`src/design/bic_pkg.sv`:
```
`timescale 1ns / 1ps
// ----------------------------------------------------------------------------
// Boot image checker package
// Shared constants, types and the byte-wide CRC-32 update for the boot image
// checker and its result channel interface.
// ----------------------------------------------------------------------------
package bic_pkg;

   // Configuration port geometry and register indexes.
   localparam int CSR_INDEX_W = 2;
   localparam int CSR_DATA_W  = 32;
   localparam logic [CSR_INDEX_W-1:0] CSR_EXPECTED_MAGIC  = CSR_INDEX_W'(0);
   localparam logic [CSR_INDEX_W-1:0] CSR_MAX_IMAGE_BYTES = CSR_INDEX_W'(1);

   // Reset values of the configuration registers.
   localparam logic [31:0] RESET_MAGIC     = 32'hDEAD_BEEF;
   localparam logic [31:0] RESET_MAX_BYTES = 32'(480 * 1024);

   // Reflected CRC-32 constants.
   localparam logic [31:0] CRC_POLY = 32'hEDB8_8320;
   localparam logic [31:0] ALL_ONES = 32'hFFFF_FFFF;

   // Header layout: four little-endian 32-bit words.
   localparam int HEADER_BYTES = 16;
   localparam int HDR_CNT_W    = $clog2(HEADER_BYTES);
   localparam logic [HDR_CNT_W-1:0] HDR_LAST = HDR_CNT_W'(HEADER_BYTES - 1);
   localparam int HDR_MAGIC = 0;
   localparam int HDR_SIZE  = 1;
   localparam int HDR_ENTRY = 2;
   localparam int HDR_CRC   = 3;

   // Checker phase, one-hot.
   typedef enum logic [2:0] {
      PH_HEADER = 3'b001,
      PH_IMAGE  = 3'b010,
      PH_DONE   = 3'b100
   } phase_type;

   // Verdict codes.
   typedef enum logic [1:0] {
      STATUS_OK        = 2'd0,
      STATUS_BAD_MAGIC = 2'd1,
      STATUS_BAD_SIZE  = 2'd2,
      STATUS_BAD_CRC   = 2'd3
   } status_type;

   // One result item.
   typedef struct packed {
      logic        write_valid;
      logic [31:0] write_address;
      logic [7:0]  write_data;
      logic        verdict_valid;
      status_type  status;
      logic [31:0] entry_address;
      logic [31:0] computed_crc;
   } rsp_type;

   // Folds one byte into a reflected CRC-32, one bit per step.
   function automatic logic [31:0] crc_byte(input logic [31:0] crc, input logic [7:0] data);
      logic [31:0] c;
      c = crc ^ {24'd0, data};
      for (int k = 0; k < 8; k++) begin
         c = c[0] ? ((c >> 1) ^ CRC_POLY) : (c >> 1);
      end
      return c;
   endfunction

endpackage

```
`src/design/bic_req_if.sv`:
```
`timescale 1ns / 1ps
// ----------------------------------------------------------------------------
// Boot image checker request channel
// Valid/ready channel that carries one flash byte and its restart flag.
// ----------------------------------------------------------------------------
interface bic_req_if;
   logic       valid;
   logic       ready;
   logic       first_of_image;
   logic [7:0] data_byte;

   modport source (output valid, output first_of_image, output data_byte, input ready);
   modport sink   (input valid, input first_of_image, input data_byte, output ready);
endinterface

```
`src/design/bic_rsp_if.sv`:
```
`timescale 1ns / 1ps
// ----------------------------------------------------------------------------
// Boot image checker result channel
// Valid/ready channel that carries an image store and/or a check verdict.
// ----------------------------------------------------------------------------
interface bic_rsp_if import bic_pkg::*; ();
   logic        valid;
   logic        ready;
   logic        write_valid;
   logic [31:0] write_address;
   logic [7:0]  write_data;
   logic        verdict_valid;
   status_type  status;
   logic [31:0] entry_address;
   logic [31:0] computed_crc;

   modport source (output valid, output write_valid, output write_address,
                   output write_data, output verdict_valid, output status,
                   output entry_address, output computed_crc, input ready);
   modport sink   (input valid, input write_valid, input write_address,
                   input write_data, input verdict_valid, input status,
                   input entry_address, input computed_crc, output ready);
endinterface

```
`src/design/bic_rsp_skid.sv`:
```
`timescale 1ns / 1ps
// ----------------------------------------------------------------------------
// Boot image checker result skid buffer
// Output register plus one skid entry, so a new request can be taken while a
// finished result still waits on the result channel.
// ----------------------------------------------------------------------------
module bic_rsp_skid import bic_pkg::*; (
   input  logic        clock,
   input  logic        reset,
   input  logic        push_valid,
   input  rsp_type     push_data,
   output logic        push_ready,
   bic_rsp_if.source   rsp_chan
);

   logic    out_valid_ff, out_valid_in;
   rsp_type out_data_ff, out_data_in;
   logic    skid_valid_ff, skid_valid_in;
   rsp_type skid_data_ff, skid_data_in;
   logic    out_free;

   // Room exists as long as the skid entry is empty.
   assign push_ready = !skid_valid_ff;
   assign out_free   = !out_valid_ff || rsp_chan.ready;

   // Refill the output register from the skid entry first to keep order.
   always_comb begin
      out_valid_in  = out_valid_ff;
      out_data_in   = out_data_ff;
      skid_valid_in = skid_valid_ff;
      skid_data_in  = skid_data_ff;
      if (out_free) begin
         if (skid_valid_ff) begin
            out_valid_in  = 1'b1;
            out_data_in   = skid_data_ff;
            skid_valid_in = push_valid;
            skid_data_in  = push_data;
         end else begin
            out_valid_in  = push_valid;
            out_data_in   = push_data;
         end
      end else if (push_valid) begin
         skid_valid_in = 1'b1;
         skid_data_in  = push_data;
      end
   end

   always_ff @(posedge clock) begin
      if (reset) begin
         out_valid_ff  <= 1'b0;
         skid_valid_ff <= 1'b0;
      end else begin
         out_valid_ff  <= out_valid_in;
         skid_valid_ff <= skid_valid_in;
      end
   end

   always_ff @(posedge clock) begin
      out_data_ff  <= out_data_in;
      skid_data_ff <= skid_data_in;
   end

   // Drive the result channel from the output register.
   assign rsp_chan.valid         = out_valid_ff;
   assign rsp_chan.write_valid   = out_data_ff.write_valid;
   assign rsp_chan.write_address = out_data_ff.write_address;
   assign rsp_chan.write_data    = out_data_ff.write_data;
   assign rsp_chan.verdict_valid = out_data_ff.verdict_valid;
   assign rsp_chan.status        = out_data_ff.status;
   assign rsp_chan.entry_address = out_data_ff.entry_address;
   assign rsp_chan.computed_crc  = out_data_ff.computed_crc;

   // The skid entry only fills behind a held output register.
   assert property (@(posedge clock) disable iff (reset) skid_valid_ff |-> out_valid_ff)
      else $error("skid entry holds a result while the output register is empty");

   // A result is never pushed when there is no room for it.
   assert property (@(posedge clock) disable iff (reset) push_valid |-> push_ready)
      else $error("result pushed into a full skid buffer");

endmodule

```
`src/design/boot_image_checker_unit.sv`:
```
`timescale 1ns / 1ps
// ----------------------------------------------------------------------------
// Boot image checker
// Parses a boot image header from a flash byte stream, emits image stores and
// checks the image CRC-32.
// ----------------------------------------------------------------------------
// The block takes one flash byte per clock cycle and stalls only when results
// back up: each request is folded into the header or the byte-wide CRC-32 in
// the cycle it is accepted, and any result is registered. An output register
// with one skid entry sits in front of the result channel, so requests keep
// flowing while one result waits; only a second waiting result drops
// req_chan.ready. The 16 header bytes give no result unless the header is
// rejected; each image byte gives one store, and the last one also carries
// the verdict. After a verdict bytes are dropped until one arrives with
// first_of_image set. Registers may be written only while idle.
// ----------------------------------------------------------------------------
module boot_image_checker_unit import bic_pkg::*; (
   input  logic                   clock,
   input  logic                   reset,
   bic_req_if.sink                req_chan,
   bic_rsp_if.source              rsp_chan,
   input  logic                   csr_write_enable,
   input  logic [CSR_INDEX_W-1:0] csr_index,
   input  logic [CSR_DATA_W-1:0]  csr_write_data
);

   // Control state.
   phase_type   phase_ff, phase_in;
   logic [31:0] byte_count_ff, byte_count_in;
   logic [31:0] running_crc_ff, running_crc_in;
   // Header bytes: word, lane, bit.
   logic [3:0][3:0][7:0] hdr_ff, hdr_in;
   // Configuration registers.
   logic [31:0] magic_cfg_ff;
   logic [31:0] max_bytes_cfg_ff;

   logic        req_accept;
   logic        push_ready;
   logic        result_valid;
   rsp_type     result;
   phase_type   cur_phase;
   logic [31:0] cur_count;
   logic [31:0] cur_crc;
   logic [31:0] crc_step;
   logic [31:0] count_next;
   logic        bad_magic;
   logic        bad_size;

   assign req_chan.ready = push_ready;
   assign req_accept     = req_chan.valid && req_chan.ready;

   // A restart flag puts the request back at header byte zero.
   assign cur_phase = req_chan.first_of_image ? PH_HEADER : phase_ff;
   assign cur_count = req_chan.first_of_image ? 32'd0 : byte_count_ff;
   assign cur_crc   = req_chan.first_of_image ? ALL_ONES : running_crc_ff;

   assign crc_step   = crc_byte(cur_crc, req_chan.data_byte);
   assign count_next = cur_count + 32'd1;

   // Header checks; magic and size words are complete by the last header byte.
   assign bad_magic = hdr_ff[HDR_MAGIC] != magic_cfg_ff;
   assign bad_size  = (hdr_ff[HDR_SIZE] == 32'd0) || (hdr_ff[HDR_SIZE] > max_bytes_cfg_ff);

   // Per-request processing.
   always_comb begin
      phase_in       = phase_ff;
      byte_count_in  = byte_count_ff;
      running_crc_in = running_crc_ff;
      hdr_in         = hdr_ff;
      result         = '0;
      result_valid   = 1'b0;
      if (req_accept) begin
         phase_in       = cur_phase;
         byte_count_in  = cur_count;
         running_crc_in = cur_crc;
         unique case (cur_phase)
            PH_HEADER: begin
               hdr_in[cur_count[3:2]][cur_count[1:0]] = req_chan.data_byte;
               if (cur_count[HDR_CNT_W-1:0] == HDR_LAST) begin
                  byte_count_in = 32'd0;
                  if (bad_magic || bad_size) begin
                     phase_in             = PH_DONE;
                     result_valid         = 1'b1;
                     result.verdict_valid = 1'b1;
                     result.status        = bad_magic ? STATUS_BAD_MAGIC : STATUS_BAD_SIZE;
                     result.entry_address = hdr_ff[HDR_ENTRY];
                  end else begin
                     phase_in = PH_IMAGE;
                  end
               end else begin
                  byte_count_in = count_next;
               end
            end
            PH_IMAGE: begin
               running_crc_in       = crc_step;
               byte_count_in        = count_next;
               result_valid         = 1'b1;
               result.write_valid   = 1'b1;
               result.write_address = hdr_ff[HDR_ENTRY] + cur_count;
               result.write_data    = req_chan.data_byte;
               // Last image byte: report the verdict.
               if (count_next == hdr_ff[HDR_SIZE]) begin
                  phase_in             = PH_DONE;
                  result.verdict_valid = 1'b1;
                  result.status        = ((~crc_step) == hdr_ff[HDR_CRC]) ?
                                         STATUS_OK : STATUS_BAD_CRC;
                  result.entry_address = hdr_ff[HDR_ENTRY];
                  result.computed_crc  = ~crc_step;
               end
            end
            default: begin
               // Finished: bytes are dropped until a restart.
            end
         endcase
      end
   end

   // Control and configuration registers.
   always_ff @(posedge clock) begin
      if (reset) begin
         phase_ff         <= PH_HEADER;
         byte_count_ff    <= 32'd0;
         running_crc_ff   <= ALL_ONES;
         magic_cfg_ff     <= RESET_MAGIC;
         max_bytes_cfg_ff <= RESET_MAX_BYTES;
      end else begin
         phase_ff       <= phase_in;
         byte_count_ff  <= byte_count_in;
         running_crc_ff <= running_crc_in;
         if (csr_write_enable) begin
            case (csr_index)
               CSR_EXPECTED_MAGIC:  magic_cfg_ff     <= csr_write_data;
               CSR_MAX_IMAGE_BYTES: max_bytes_cfg_ff <= csr_write_data;
               default: begin
                  // Unmapped index: write is dropped.
               end
            endcase
         end
      end
   end

   // Header bytes are always written before they are used.
   always_ff @(posedge clock) begin
      hdr_ff <= hdr_in;
   end

   // Output register with skid entry.
   bic_rsp_skid u_rsp_skid (
      .clock      (clock),
      .reset      (reset),
      .push_valid (result_valid),
      .push_data  (result),
      .push_ready (push_ready),
      .rsp_chan   (rsp_chan)
   );

   // The header counter never runs past the header.
   assert property (@(posedge clock) disable iff (reset)
      phase_ff == PH_HEADER |-> byte_count_ff < 32'(HEADER_BYTES))
      else $error("header byte count out of range");

   // In the image phase the offset stays below the image size.
   assert property (@(posedge clock) disable iff (reset)
      phase_ff == PH_IMAGE |-> byte_count_ff < hdr_ff[HDR_SIZE])
      else $error("image offset reached the image size without a verdict");

   // Every verdict leaves the checker finished.
   assert property (@(posedge clock) disable iff (reset)
      result_valid && result.verdict_valid |=> phase_ff == PH_DONE)
      else $error("verdict given but checker not finished");

endmodule
```
`src/flat_wrapper.sv`:
```
// flat-port wrapper written by rule: the top's interface ports become plain ports
module boot_image_checker_unit_flat import bic_pkg::*;
  (clock, reset, csr_write_enable, csr_index, csr_write_data, req_chan_valid, req_chan_first_of_image, req_chan_data_byte, req_chan_ready, rsp_chan_valid, rsp_chan_write_valid, rsp_chan_write_address, rsp_chan_write_data, rsp_chan_verdict_valid, rsp_chan_status, rsp_chan_entry_address, rsp_chan_computed_crc, rsp_chan_ready);
  bic_req_if req_chan_i ();
  bic_rsp_if rsp_chan_i ();
  input  logic clock;
  input  logic reset;
  input  logic csr_write_enable;
  input  logic [CSR_INDEX_W-1:0] csr_index;
  input  logic [CSR_DATA_W-1:0] csr_write_data;
  input wire logic [$bits(req_chan_i.valid)-1:0] req_chan_valid;
  input wire logic [$bits(req_chan_i.first_of_image)-1:0] req_chan_first_of_image;
  input wire logic [$bits(req_chan_i.data_byte)-1:0] req_chan_data_byte;
  output wire logic [$bits(req_chan_i.ready)-1:0] req_chan_ready;
  output wire logic [$bits(rsp_chan_i.valid)-1:0] rsp_chan_valid;
  output wire logic [$bits(rsp_chan_i.write_valid)-1:0] rsp_chan_write_valid;
  output wire logic [$bits(rsp_chan_i.write_address)-1:0] rsp_chan_write_address;
  output wire logic [$bits(rsp_chan_i.write_data)-1:0] rsp_chan_write_data;
  output wire logic [$bits(rsp_chan_i.verdict_valid)-1:0] rsp_chan_verdict_valid;
  output wire logic [$bits(rsp_chan_i.status)-1:0] rsp_chan_status;
  output wire logic [$bits(rsp_chan_i.entry_address)-1:0] rsp_chan_entry_address;
  output wire logic [$bits(rsp_chan_i.computed_crc)-1:0] rsp_chan_computed_crc;
  input wire logic [$bits(rsp_chan_i.ready)-1:0] rsp_chan_ready;
  assign req_chan_i.valid = req_chan_valid;
  assign req_chan_i.first_of_image = req_chan_first_of_image;
  assign req_chan_i.data_byte = req_chan_data_byte;
  assign req_chan_ready = req_chan_i.ready;
  assign rsp_chan_valid = rsp_chan_i.valid;
  assign rsp_chan_write_valid = rsp_chan_i.write_valid;
  assign rsp_chan_write_address = rsp_chan_i.write_address;
  assign rsp_chan_write_data = rsp_chan_i.write_data;
  assign rsp_chan_verdict_valid = rsp_chan_i.verdict_valid;
  assign rsp_chan_status = rsp_chan_i.status;
  assign rsp_chan_entry_address = rsp_chan_i.entry_address;
  assign rsp_chan_computed_crc = rsp_chan_i.computed_crc;
  assign rsp_chan_i.ready = rsp_chan_ready;
  boot_image_checker_unit u_core (.clock(clock), .reset(reset), .req_chan(req_chan_i), .rsp_chan(rsp_chan_i), .csr_write_enable(csr_write_enable), .csr_index(csr_index), .csr_write_data(csr_write_data));
endmodule
```
`config.mk`:
```
export PLATFORM = sky130hd
export DESIGN_NAME = boot_image_checker_unit_flat
export DESIGN_NICKNAME = d
export VERILOG_FILES = /design/src/design/bic_pkg.sv /design/src/design/bic_req_if.sv /design/src/design/bic_rsp_if.sv /design/src/design/bic_rsp_skid.sv /design/src/design/boot_image_checker_unit.sv /design/src/flat_wrapper.sv
export SDC_FILE = /design/constraint.sdc
export NUM_CORES = 1
export LEC_CHECK = 0
export BUFFER_PORTS_ARGS = -buffer_cell sky130_fd_sc_hd__buf_2
export CAP_MARGIN = 20
export CELL_PAD_IN_SITES_DETAIL_PLACEMENT = 0
export CELL_PAD_IN_SITES_GLOBAL_PLACEMENT = 1
export CORE_MARGIN = 8
export CORE_UTILIZATION = 40
export CTS_BUF_LIST = sky130_fd_sc_hd__clkbuf_8
export DETAILED_ROUTE_END_ITERATION = 16
export GPL_ROUTABILITY_DRIVEN = 0
export PLACE_DENSITY_LB_ADDON = 0.1
export SETUP_SLACK_MARGIN = 0.4
export SLEW_MARGIN = 20
export SYNTH_ARGS = -nofsm -noshare
export SYNTH_HDL_FRONTEND = slang
export SYNTH_SLANG_ARGS = --single-unit
```
`constraint.sdc`:
```
create_clock -name clock -period 19.25 [get_ports clock]
set_clock_uncertainty 0.2 [all_clocks]
set_input_delay 1.925 -clock clock [delete_from_list [all_inputs] [get_ports clock]]
set_output_delay 1.925 -clock clock [all_outputs]
set_load 0.02 [all_outputs]
```
* Word-level counts from Yosys, hierarchy flattened *
Cells that the tools add are included.

storage, ports and cells
  bits in latches = 0
  memory bits (writable) = 0
  ROM bits = 0
  memories kept = 0
  word-level logic and storage cells = 121
  flip-flop bits (word level) = 477

operators by class
  $lt $le $gt $ge = 5
  $mul = 0
  equality and inequality tests = 8
  multiplexer cells = 44
  reduce and logical (&&, ||, !) cells = 15
  shift-type cells = 0
  bitwise logic cells = 10
  $add $sub $neg = 2
  div/mod/pow operators = 0

operators by type and width
  kind                     number
  $mux W108                5
  $mux W32                 14
  $bwmux W128              1
  $not A13 Y14             8
  $mux W35                 2
  $pmux W35 S2             1
  $mux W67                 1
  $demux W32 S2            1
  $eq A32 B32 Y1           2
  $pmux W32 S2             1
  $mux W41                 1
  $add A32 B1 Y32 const B  1
  $add A32 B32 Y32         1
  $gt A32 B32 Y1           1
  $logic_not A32 Y1        1
  $ne A32 B32 Y1           1
  $not A32 Y32             1
  $xor A32 B8 Y32          1
  $demux W8 S2             1
  $mux W3                  4
  $mux W8                  1
  $reduce_and A2 Y1        4
  $mux W1                  7
  $lt A2 B3 Y1 const B     2
  other kinds (14)         21

* Logic depth before layout (Yosys ltp) *
Gate-level depths: netlist of run 1.

  depth after elaboration = 26
  depth in mapped cells = 25
  depth with buffers taken out = 13

* Cells and area by module *
Synthesis of run 1 repeated with hierarchy kept, for this count alone.

unflattened totals
  cell total of the unflattened synthesis = 2046
  area, all modules = 23650.2 µm²

modules (own cells, without submodules)
  module                   cells each  area each (µm²)  sequential area each (µm²)  times used
  boot_image_checker_unit  1698        15780.1          6466.2                      1
  bic_rsp_skid             348         7870.0           6526.3                      1

* Least setup slack after synthesis of run 1 *
No wires, ideal clock.

  path type = input to register
  start point = in req_chan_first_of_image
  end point = reg u_core.u_rsp_skid.skid_data_ff[0] (netlist name), enable pin
  setup time = 0.611 ns
  required time = 18.439 ns
  slack = 8.729 ns
  data arrival time = 9.710 ns
  stages on the path = 17
  path through = buf_2 -> buf_6 -> buf_6 -> buf_6 -> buf_2 -> buf_2 -> buf_2 -> buf_1 -> clkbuf_1 -> nor2b_1 -> ha_1 -> buf_2 -> and3_1 -> nand2_1 -> a21oi_1 -> nor2_1 -> a21oi_1

on the way
  word-level cells in the longest chain between the ends = 7
  elaborated cells on any way between the ends = 10
  classes of those cells = eq/ne: 3; mux: 5; reduce/logical: 2

RTL lines
  element                                line                           source
  from (decl)                            flat_wrapper.sv:12             input wire logic [$bits(req_chan_i.first_of_image)-1:0] req_chan_first_of_image;
  $mux W32                               boot_image_checker_unit.sv:54  assign cur_count = req_chan.first_of_image ? 32'd0 : byte_count_ff;
  $eq A4 B4 Y1                           boot_image_checker_unit.sv:79  if (cur_count[HDR_CNT_W-1:0] == HDR_LAST) begin
  $mux W1                                boot_image_checker_unit.sv:79
  $pmux W1 S2 *                          boot_image_checker_unit.sv:76  unique case (cur_phase)
  $mux W1 *                              boot_image_checker_unit.sv:72  if (req_accept) begin
  $reduce_bool A2 Y1 (no source line) *  n/a
  $reduce_and A2 Y1 (no source line) *   n/a
  to (signal assigned)                   bic_rsp_skid.sv:60             skid_data_ff <= skid_data_in;
  to (decl)                              bic_rsp_skid.sv:19             rsp_type skid_data_ff, skid_data_in;

Mark *: on every way between the ends. The rest lies on a longest branch, timed or not.
A chain may end at the register's enable or synchronous reset.

* Worst setup path after layout of run 1 *
  start point = in req_chan_first_of_image
  end point = reg u_core.u_rsp_skid.out_data_ff, in the netlist u_core.u_rsp_skid.rsp_chan.computed_crc[1], data pin

on the way
  word-level cells in the longest chain between the ends = 17
  elaborated cells on any way between the ends = 22
  classes of those cells = add/sub: 1; eq/ne: 2; mux: 15; bitwise: 4

RTL lines
  element                                                   line                           source
  branches (longest 14 deep; another with $add A32 B1 Y32)  n/a
  $mux W32 *                                                boot_image_checker_unit.sv:76
  $mux W108 *                                               boot_image_checker_unit.sv:72
  $mux W108 *                                               bic_rsp_skid.sv:33             if (skid_valid_ff) begin
  to (signal assigned)                                      bic_rsp_skid.sv:59             out_data_ff <= out_data_in;
  to (decl)                                                 bic_rsp_skid.sv:17             rsp_type out_data_ff, out_data_in;

Every way passes the cells marked *.

==> results of run 1 <==
==> layer usage <==
| metal | track usage | vias up | routed length [microns] |
|---|---|---|---|
| met3 | 0.0336 | 91 | 4140 |
| met5 | 0 | - | 0 |
| met2 | 0.311 | 535 | 31100 |
| met1 | 0.292 | 8340 | 33100 |
| met4 | 0.0564 | 0 | 1260 |
| li1 | - | 8205 | - |
==> registers in the layout, indices dropped and copies added, names as in the netlist, 2 cells and up <==
name,cells
u_core.magic_cfg_ff,32
u_core.u_rsp_skid.rsp_chan.write_data,8
u_core.u_rsp_skid.rsp_chan.write_address,32
u_core.u_rsp_skid.rsp_chan.entry_address,32
u_core.max_bytes_cfg_ff,32
u_core.u_rsp_skid.rsp_chan.status,2
u_core.u_rsp_skid.rsp_chan.computed_crc,32
u_core.u_rsp_skid.skid_data_ff,108
u_core.byte_count_ff,32
u_core.hdr_ff,128
u_core.phase_ff,3
u_core.running_crc_ff,32
==> how the worst max path moves through the flow <==
stage | cells after the start | slack [ns] | to | start
finish | 13 | 12.86 | u_core.u_rsp_skid.rsp_chan.computed_crc[1] | req_chan_first_of_image
CTS | 13 | 12.94 | u_core.u_rsp_skid.rsp_chan.computed_crc[1] | req_chan_first_of_image
global placement | 13 | 12.38 | u_core.u_rsp_skid.rsp_chan.computed_crc[0] | req_chan_first_of_image
floorplan | 17 | 8.73 | u_core.u_rsp_skid.skid_data_ff[0] | req_chan_first_of_image
detailed placement | 13 | 12.24 | u_core.u_rsp_skid.rsp_chan.computed_crc[2] | req_chan_first_of_image
global route | 13 | 12.60 | u_core.u_rsp_skid.rsp_chan.computed_crc[3] | req_chan_first_of_image
==> layout make-up <==
type,count,area (sq um),share of cell area
timing repair buffer,186,1010,0.0375
clock buffer,95,1310,0.0486
multi-input combinational,1538,9990,0.371
sequential,477,13000,0.483
tap,773,967,0.0359
clock inverter,57,330,0.0123
inverter,82,310,0.0115
antenna,1,2.50,0.0000930
==> power groups by stage <==
| stage | Sequential [mW] | Combinational, mW | Clock, mW |
|---|---|---|---|
| floorplan | 1.12 | 0.0924 | 0 |
| global placement | 1.13 | 0.146 | 0 |
| detailed placement | 1.13 | 0.146 | 0 |
| CTS | 1.10 | 0.147 | 0.945 |
| global route | 1.10 | 0.157 | 0.983 |
| finish | 1.10 | 0.145 | 0.911 |
==> critical path: stages <==
cell	delay, ns
buf_4	0.27
nor2b_1	0.46
ha_1	0.45
nand4_1	0.18
nor4_2	0.57
nand2_1	0.21
xnor2_1	0.18
a2111o_1	0.37
or4_1	0.49
or4b_1	0.55
or2_2	0.30
buf_4	0.34
o21ai_0	0.28
==> cell families after synthesis <==
| family | after synthesis |
|---|---|
| buf+inv | 197 |
| xor+xnor | 228 |
| mux | 6 |
| flops | 477 |
| simple gates | 775 |
| fa+ha+maj | 69 |
| compound gates | 460 |
==> cells in the final DEF, fill, tap and decap left out, types with 6 or more instances in the layout <==
cell type / netlist / routed
nor3_1: 23 / 23
and3_1: 12 / 12
xnor2_1: 160 / 160
o21ai_2: 28 / 29
dfxtp_1: 133 / 132
and4_1: 8 / 8
o21ai_0: 99 / 98
nor2_1: 186 / 185
xor2_1: 47 / 47
a211o_1: 8 / 8
nor4_1: 23 / 23
nand3b_1: 26 / 26
nand2b_1: 44 / 44
clkbuf_8: 0 / 95
a21o_1: 59 / 59
or3_1: 17 / 17
and2_1: 31 / 31
buf_2: 8 / 155
o21a_1: 11 / 11
and4b_1: 6 / 6
nand4_1: 33 / 33
o211ai_1: 11 / 11
a211oi_1: 17 / 17
inv_1: 81 / 113
ha_1: 68 / 68
a22o_1: 9 / 9
buf_4: 2 / 31
a21oi_1: 130 / 127
o22ai_1: 35 / 35
xnor3_1: 17 / 17
clkinv_2: 0 / 11
edfxtp_1: 344 / 344
nand2_1: 271 / 271
nand3_1: 21 / 21
nor2b_1: 45 / 45
clkinv_1: 0 / 6
a22oi_1: 6 / 6
==> metrics, run 1 <==
run status=finished, final reports clean; initial antenna violation count=2; Crit Path Class=in -> reg; total CTS buffers=81; area fraction in and, or, nand and nor cells after synthesis=0.160; Starting Density=0.404; unrepaired setup endpoints after global routing=false; Final Cycle Share=0.332; reg2reg path depth=11; register area share after synthesis=0.546; layout cell share with drive strength beyond 1=0.144; Hold-fix buffers, CTS=0; Hold Path Sink=u_core.max_bytes_cfg_ff[3]; hold wc startpoint=u_core.max_bytes_cfg_ff[3]; CP startpoint kind=input port; Die Y=260 microns; top post-synthesis cells by count=344 x edfxtp_1, 271 x nand2_1, 186 x nor2_1; post-CTS setup buffer count=0; Worst-path clk slew=0.06 ns; Synth Area in Compound Gates=0.123; top-count cell post-synth=edfxtp_1; vias after detailed routing=17200; Post-DRT Antenna Nets=0; I/O Buffers=157; die area=67500 sq um; Netlist Area Pre-Place=23800 sq um; Sw Ratio=0.240; first-pass GRT wire length=105 mm; grt ovf=0; Placed Cells=3055; Slew headroom=0.336; Ports=158; clock power share=0.422; # resized after CTS=0; total chip power=2.16 mW; Final Hold Viols=0; largest net degree at the start of global routing=80; Final Util=0.457; hold depth=2; endpoints failing setup=0; Post-synth EDFFs=344; Max clock buf depth=3; Arr. time, crit path=6.68 ns; minimum clock period=6.40 ns; sequential share of power=0.511; Worst Hold Class=reg -> reg; mux cell area share after synthesis=0.00258; cell area after placement=25300 sq um; vias in the first global route=16900; CTS root buf=clkbuf_8; Post-Synth XOR/XNOR Area=0.0960; syn nets=2329; Fin Hold WS=0.256 ns; post-synthesis cell count=2212; worst reg2reg startpoint=u_core.hdr_ff[59]; WL/cell=21.7 microns; Fillers=5540; Ys Warns=0; vias per cell=5.35; CTS Sinks=477; core box area=58900 sq um; layout net count=2483; CTS tree=built; drt total wl=69.5 mm; Leak=10.7 nW; switching power=0.519 mW; max-cap viol count=0; area leader, netlist=edfxtp_1; H-tree levels=3; CP max FO=64; Post-Synth Adder-Cell Area=0.0366; Yosys reg bits=477; reg2reg end=u_core.u_rsp_skid.skid_data_ff[13]; fmax=156 MHz; Cell Rows=89; CP required=19.53 ns; clock latency on the worst-skew pair=0.67 ns; worst setup margin=12.86 ns; Synth top area share=0.434; Detailed Routing Iterations Pass 1=6; Die Width=260 microns; Final Cell Area=26900 sq um; r2r setup slk=14.01 ns; maximum VDD drop=46.1 uV; Cell variety after synth=79; asr flop ratio synth=0; cell internal pwr=1.64 mW; critical path endpoint category=register; fin cells=3209; Syn-to-layout area delta=13.2%; hpwl dp=48.0 mm; Comb power frac=0.067; largest family of logic cells by synthesized area=simple AND/OR/NAND/NOR gates; DRC errors left=0; Avg Cell Area, Syn=10.8 sq um; Slew @ Worst Pin=0.993 ns; GRT Overall Usage=0.202; Fin Setup TNS=0 ns; Area contributors post-synth=edfxtp_1 43%, dfxtp_1 11%, xnor2_1 5.9%, nand2_1 4.3%, ha_1 3.6%; Most used DFF post-synth=edfxtp_1; pre-CTS setup slack=12.24 ns; Final Max Tran Viols=0; pwr dens=80.3 nW/um^2; initial drt markers=1216
(Power assumes the default switching activity.)
==> inputs of run 2 (changes only) <==
==> constraint.sdc (replaced) <==
create_clock -name clock -period 5.5 [get_ports clock]
set_clock_uncertainty 0.2 [all_clocks]
set_input_delay 0.55 -clock clock [delete_from_list [all_inputs] [get_ports clock]]
set_output_delay 0.55 -clock clock [all_outputs]
set_load 0.02 [all_outputs]
==> metrics, run 2 (synthesis results as in run 1) <==
grt ovf=0 (unchanged); Max clock buf depth=3 (unchanged); CP max stage delay=0.69 ns (+0.12 ns); Final Max Tran Viols=0 (unchanged); DRC errors left=0 (unchanged); total CTS buffers=82 (+1.2%); met1 wire length=33.6 mm (+1.6%); die area=67500 sq um (unchanged); CP startpoint kind=register; Worst-path clk slew=0.06 ns (about the same); H-tree levels=3 (unchanged); maximum VDD drop=171 uV (+270%); top flop regs=u_core.hdr_ff: 128 flops, u_core.u_rsp_skid.skid_data_ff: 108 flops; Die Y=260 microns (unchanged); layout net count=2536 (+2.1%); Crit-path slowest cell=nor4b_1; met3 wire len=5.13 mm (+24%); Fin Hold WS=0.112 ns (-0.144 ns); highest routing layer actually used=met5; Fin Setup TNS=0 ns (unchanged); met2 wire len=31.7 mm (+2.2%); delay-heaviest family, CP=simple AND/OR/NAND/NOR gates; drt total wl=71.8 mm (+3.3%); endpoints failing setup=0 (unchanged); run status=finished, final reports clean; Starting Density=0.404 (unchanged); GRT Overall Usage=0.208 (+0.00622); total chip power=7.38 mW (+240%); Post-DRT Antenna Nets=0 (unchanged); vias per cell=5.37 (+0.36%); CTS tree=built; pwr dens=270 nW/um^2 (+240%); Die Width=260 microns (unchanged); fmax=216 MHz; Final Hold Viols=0 (unchanged); vias after detailed routing=17500 (+2.0%); Detailed Routing Iterations Pass 1=7 (+1); Slew headroom=0.252 (-0.0835); Leak=10.9 nW (+1.5%); core box area=58900 sq um (unchanged); most flop-heavy register=u_core.hdr_ff; vias in the first global route=17200 (+1.8%); most frequent cells in the layout=344 x edfxtp_1, 271 x nand2_1, 185 x nor2_1; minimum clock period=4.62 ns; CP cell instances=nor2b_1, buf_4, ha_2, and4_1, nand4_1, nor4_1, xor3_1, a21oi_1, o2111ai_1, nor4b_1, a21oi_4, buf_4, o21ai_0; clock latency on the worst-skew pair=0.67 ns (about the same); CP required=5.77 ns (-13.76 ns); first-pass GRT wire length=108 mm (+2.4%); largest net degree at the start of global routing=92 (+15%); Arr. time, crit path=4.89 ns (-1.79 ns); Cell Rows=89 (unchanged); Crit Path Class=reg -> reg; I/O Buffers=157 (unchanged); Final Cell Area=27300 sq um (+1.5%); initial drt markers=1283 (+5.5%); initial antenna violation count=5 (+3); commonest non-fill, non-tap cell in the layout=edfxtp_1; layout cell share with drive strength beyond 1=0.148 (+0.00457); CTS root buf=clkbuf_8; WL/cell=22.0 microns (+1.6%); r2r setup slk=0.88 ns (-13.13 ns); Final Cycle Share=0.840; CP max FO=67 (+4.7%); Slew @ Worst Pin=1.11 ns (+0.121 ns); max-cap viol count=0 (unchanged); Largest register FFs=128 (unchanged); Worst Hold Class=in -> reg; Syn-to-layout area delta=14.9%; hpwl dp=51.3 mm (+6.9%); worst path bufs/invs=2 (unchanged); unrepaired setup endpoints after global routing=false; cell area after placement=25500 sq um (+0.94%); CTS Sinks=477 (unchanged); Ports=158 (unchanged); critical path endpoint category=register; Worst path most repeated cell=buf_4
## run 2: final timing paths
kind,start,to,cells past startpoint
worst max-delay path,u_core.byte_count_ff[0],u_core.u_rsp_skid.rsp_chan.entry_address[27],13
worst min-delay path,req_chan_data_byte[7],u_core.hdr_ff[71],1
worst max register to register,u_core.byte_count_ff[0],u_core.u_rsp_skid.rsp_chan.entry_address[27],13
worst min register to register,u_core.max_bytes_cfg_ff[4],u_core.max_bytes_cfg_ff[4],2
## run 2: where the power goes
part,switching (mW),total [mW],internal (mW)
Combinational,0.349,0.554,0.205
Clock,1.48,2.97,1.49
Sequential,0.0161,3.86,3.85
## run 2: layer usage
metal,vias to the layer above,global-route usage
met4,2,0.0606
met2,609,0.317
li1,8324,-
met1,8498,0.299
met3,90,0.0413
met5,-,0
## run 2: what timing repair did
action,4_1_cts,5_1_grt
endpoints found under the setup margin,0,1
setup buffers,0,0
gates resized for setup,0,1
hold buffers,32,0
endpoints found under the hold margin,62,0
## run 2: final cells by class
class / instances / area, sq um
Antenna cell: 2 / 5.00
Clock buffer: 88 / 1210
Clock inverter: 65 / 289
Fill cell: 5497 / 31600
Inverter: 82 / 310
Multi-Input combinational cell: 1538 / 10000
Sequential cell: 477 / 13000
Tap cell: 773 / 967
Timing Repair Buffer: 238 / 1520
## run 2: through the flow
step / worst slack [ns] / std cells / utilization
floorplan: 0.430 / 2212 / -
detailed placement: 0.556 / 3076 / 0.433
CTS: 0.885 / 3261 / 0.464
finish: 0.879 / 3263 / 0.464
global placement: 0.584 / 3075 / 0.433
global route: 0.492 / 3262 / 0.464
==> inputs of run 3 (changes only) <==
==> constraint.sdc (replaced) <==
create_clock -name clock -period 4.6 [get_ports clock]
set_clock_uncertainty 0.2 [all_clocks]
set_input_delay 0.46 -clock clock [delete_from_list [all_inputs] [get_ports clock]]
set_output_delay 0.46 -clock clock [all_outputs]
set_load 0.02 [all_outputs]
==> metrics, run 3 (synthesis results as in run 1) <==
run status=finished, final reports clean; commonest non-fill, non-tap cell in the layout=edfxtp_1; most flop-heavy register=u_core.hdr_ff; crit path capture=u_core.u_rsp_skid.skid_data_ff[30]; fin cells=3311 (+1.5%); initial antenna violation count=3 (-2); CP max stage delay=0.57 ns (-0.12 ns); Leak=11.3 nW (+3.3%); r2r setup slk=0.58 ns (-0.30 ns); switching power=2.23 mW (+21%); endpoints failing setup=0 (unchanged); vias in the first global route=17100 (-0.16%); H-tree levels=3 (unchanged); pwr dens=324 nW/um^2 (+20%); largest net degree at the start of global routing=74 (-20%); Detailed Routing Iterations Pass 1=5 (-2); worst reg2reg startpoint=u_core.byte_count_ff[1]; layout cell share with drive strength beyond 1=0.177 (+0.0284); Worst-path clk slew=0.06 ns (about the same); critical path endpoint category=register; clock power share=0.416 (+0.014); Worst Hold Class=in -> reg; Crit Path Class=reg -> reg; Cell Rows=89 (unchanged); CTS root buf=clkbuf_8; Worst path depth=13 (unchanged); Crit-path slowest cell=or4b_4; die area=67500 sq um (unchanged); Die Y=260 microns (unchanged); Starting Density=0.404 (unchanged); Placed Cells=3118 (+1.4%); CP startpoint kind=register; max-cap viol count=0 (unchanged); maximum VDD drop=188 uV (+9.6%); vias after detailed routing=17600 (+0.57%); Final Cycle Share=0.873 (+0.0332); Die Width=260 microns (unchanged); Slew @ Worst Pin=0.929 ns (-0.185 ns); Final Max Tran Viols=0 (unchanged); fmax=249 MHz (+15%); delay-heaviest family, CP=simple AND/OR/NAND/NOR gates; most frequent cells in the layout=344 x edfxtp_1, 269 x nand2_1, 185 x nor2_1; DRC errors left=0 (unchanged); cell internal pwr=6.83 mW (+23%); sequential share of power=0.509 (-0.014); grt ovf=0 (unchanged); WL/cell=21.4 microns (-2.6%); Sw Ratio=0.246 (-0.00324); Max clock buf depth=3 (unchanged); Largest register FFs=128 (unchanged); CP required=4.91 ns (-0.86 ns); CP cell instances=nor2b_4, ha_4, nand4_1, nor4_4, nand2_2, xnor2_1, a2111o_1, or4_4, or4b_4, or2_4, buf_12, buf_4, nor2_1; hpwl dp=50.5 mm (-1.5%); Final Cell Area=27900 sq um (+2.2%); Final Hold Viols=0 (unchanged); initial drt markers=1348 (+5.1%); Arr. time, crit path=4.33 ns (-0.56 ns); worst path bufs/invs=2 (unchanged); minimum clock period=4.02 ns (-0.603 ns); reg2reg path depth=13 (unchanged); top flop regs=u_core.hdr_ff: 128 flops, u_core.u_rsp_skid.skid_data_ff: 108 flops; layout net count=2583 (+1.9%); unrepaired setup endpoints after global routing=false; first-pass GRT wire length=107 mm (-0.38%); total CTS buffers=82 (unchanged); Post-DRT Antenna Nets=0 (unchanged); reg2reg end=u_core.u_rsp_skid.skid_data_ff[30]; Comb power frac=0.075 (about the same); cell area after placement=25900 sq um (+1.5%); core box area=58900 sq um (unchanged); Syn-to-layout area delta=17.5%; CTS tree=built; Slew headroom=0.381 (+0.129); CP max FO=28 (-58%); Fin Setup TNS=0 ns (unchanged); Final Util=0.474 (+0.0104); drt total wl=71.0 mm (-1.2%); CP Launch Point=u_core.byte_count_ff[1]; clock latency on the worst-skew pair=0.67 ns (about the same); I/O Buffers=157 (unchanged); CTS Sinks=477 (unchanged); Fin Hold WS=0.0801 ns (-0.0318 ns); vias per cell=5.32 (-0.89%); Fillers=5536 (+0.71%); Ports=158 (unchanged); GRT Overall Usage=0.207 (-0.00173)
## run 3: per-stage QoR
| step | setup WS [ns] | total power, mW |
|---|---|---|
| floorplan | -0.376 | 5.10 |
| global placement | 0.134 | 5.36 |
| detailed placement | 0.0320 | 5.36 |
| CTS | 0.428 | 9.18 |
| global route | 0.429 | 9.42 |
| finish | 0.582 | 9.07 |
## run 3: worst reg2reg max path: cells and delay by family (launching register included)
kind,cells,cell delay [ns]
flops,1,0.37
simple gates,8,2.30
buf+inv,2,0.37
compound gates,1,0.30
xor+xnor,1,0.14
fa+ha+maj,1,0.17
## run 3: worst min-delay path by stage
stage / startpoint / endpoint / depth (start not counted)
CTS: reset / u_core.byte_count_ff[29] / 2
finish: reset / u_core.byte_count_ff[1] / 2
floorplan: u_core.max_bytes_cfg_ff[10] / u_core.max_bytes_cfg_ff[10] / 2
global placement: u_core.max_bytes_cfg_ff[30] / u_core.max_bytes_cfg_ff[30] / 2
global route: req_chan_data_byte[2] / u_core.hdr_ff[114] / 1
detailed placement: u_core.max_bytes_cfg_ff[23] / u_core.max_bytes_cfg_ff[23] / 2
## run 3: area by class of cell
type | count | area, sq um | share of cell area
Antenna cell | 3 | 7.51 | 0.000269
Timing Repair Buffer | 285 | 1890 | 0.0677
Tap cell | 773 | 967 | 0.0346
Multi-Input combinational cell | 1538 | 10200 | 0.363
Inverter | 82 | 310 | 0.0111
Clock inverter | 63 | 360 | 0.0129
Clock buffer | 90 | 1240 | 0.0443
Sequential cell | 477 | 13000 | 0.466
## run 3: routing by layer
layer	routed length, microns	GRT usage
met5	0	0
met2	31200	0.311
met4	1330	0.0612
met3	4580	0.0384
met1	33900	0.300
## run 3: what timing repair did
item / in CTS / in global routing
resized for setup: 5 / 23
setup buffers: 1 / 3
endpoints found under the setup margin: 59 / 60
pin swaps: 2 / 10
hold buffers: 33 / 0
endpoints found under the hold margin: 70 / 0
## run 3: power groups by stage
stage          Clock [mW]  Sequential [mW]  Combinational, mW
6_report             3.77             4.62              0.676
4_1_cts              3.88             4.62              0.676
3_3_place_gp            0             4.71              0.649
2_1_floorplan           0             4.71              0.392
3_5_place_dp            0             4.71              0.651
5_1_grt              4.08             4.62              0.725
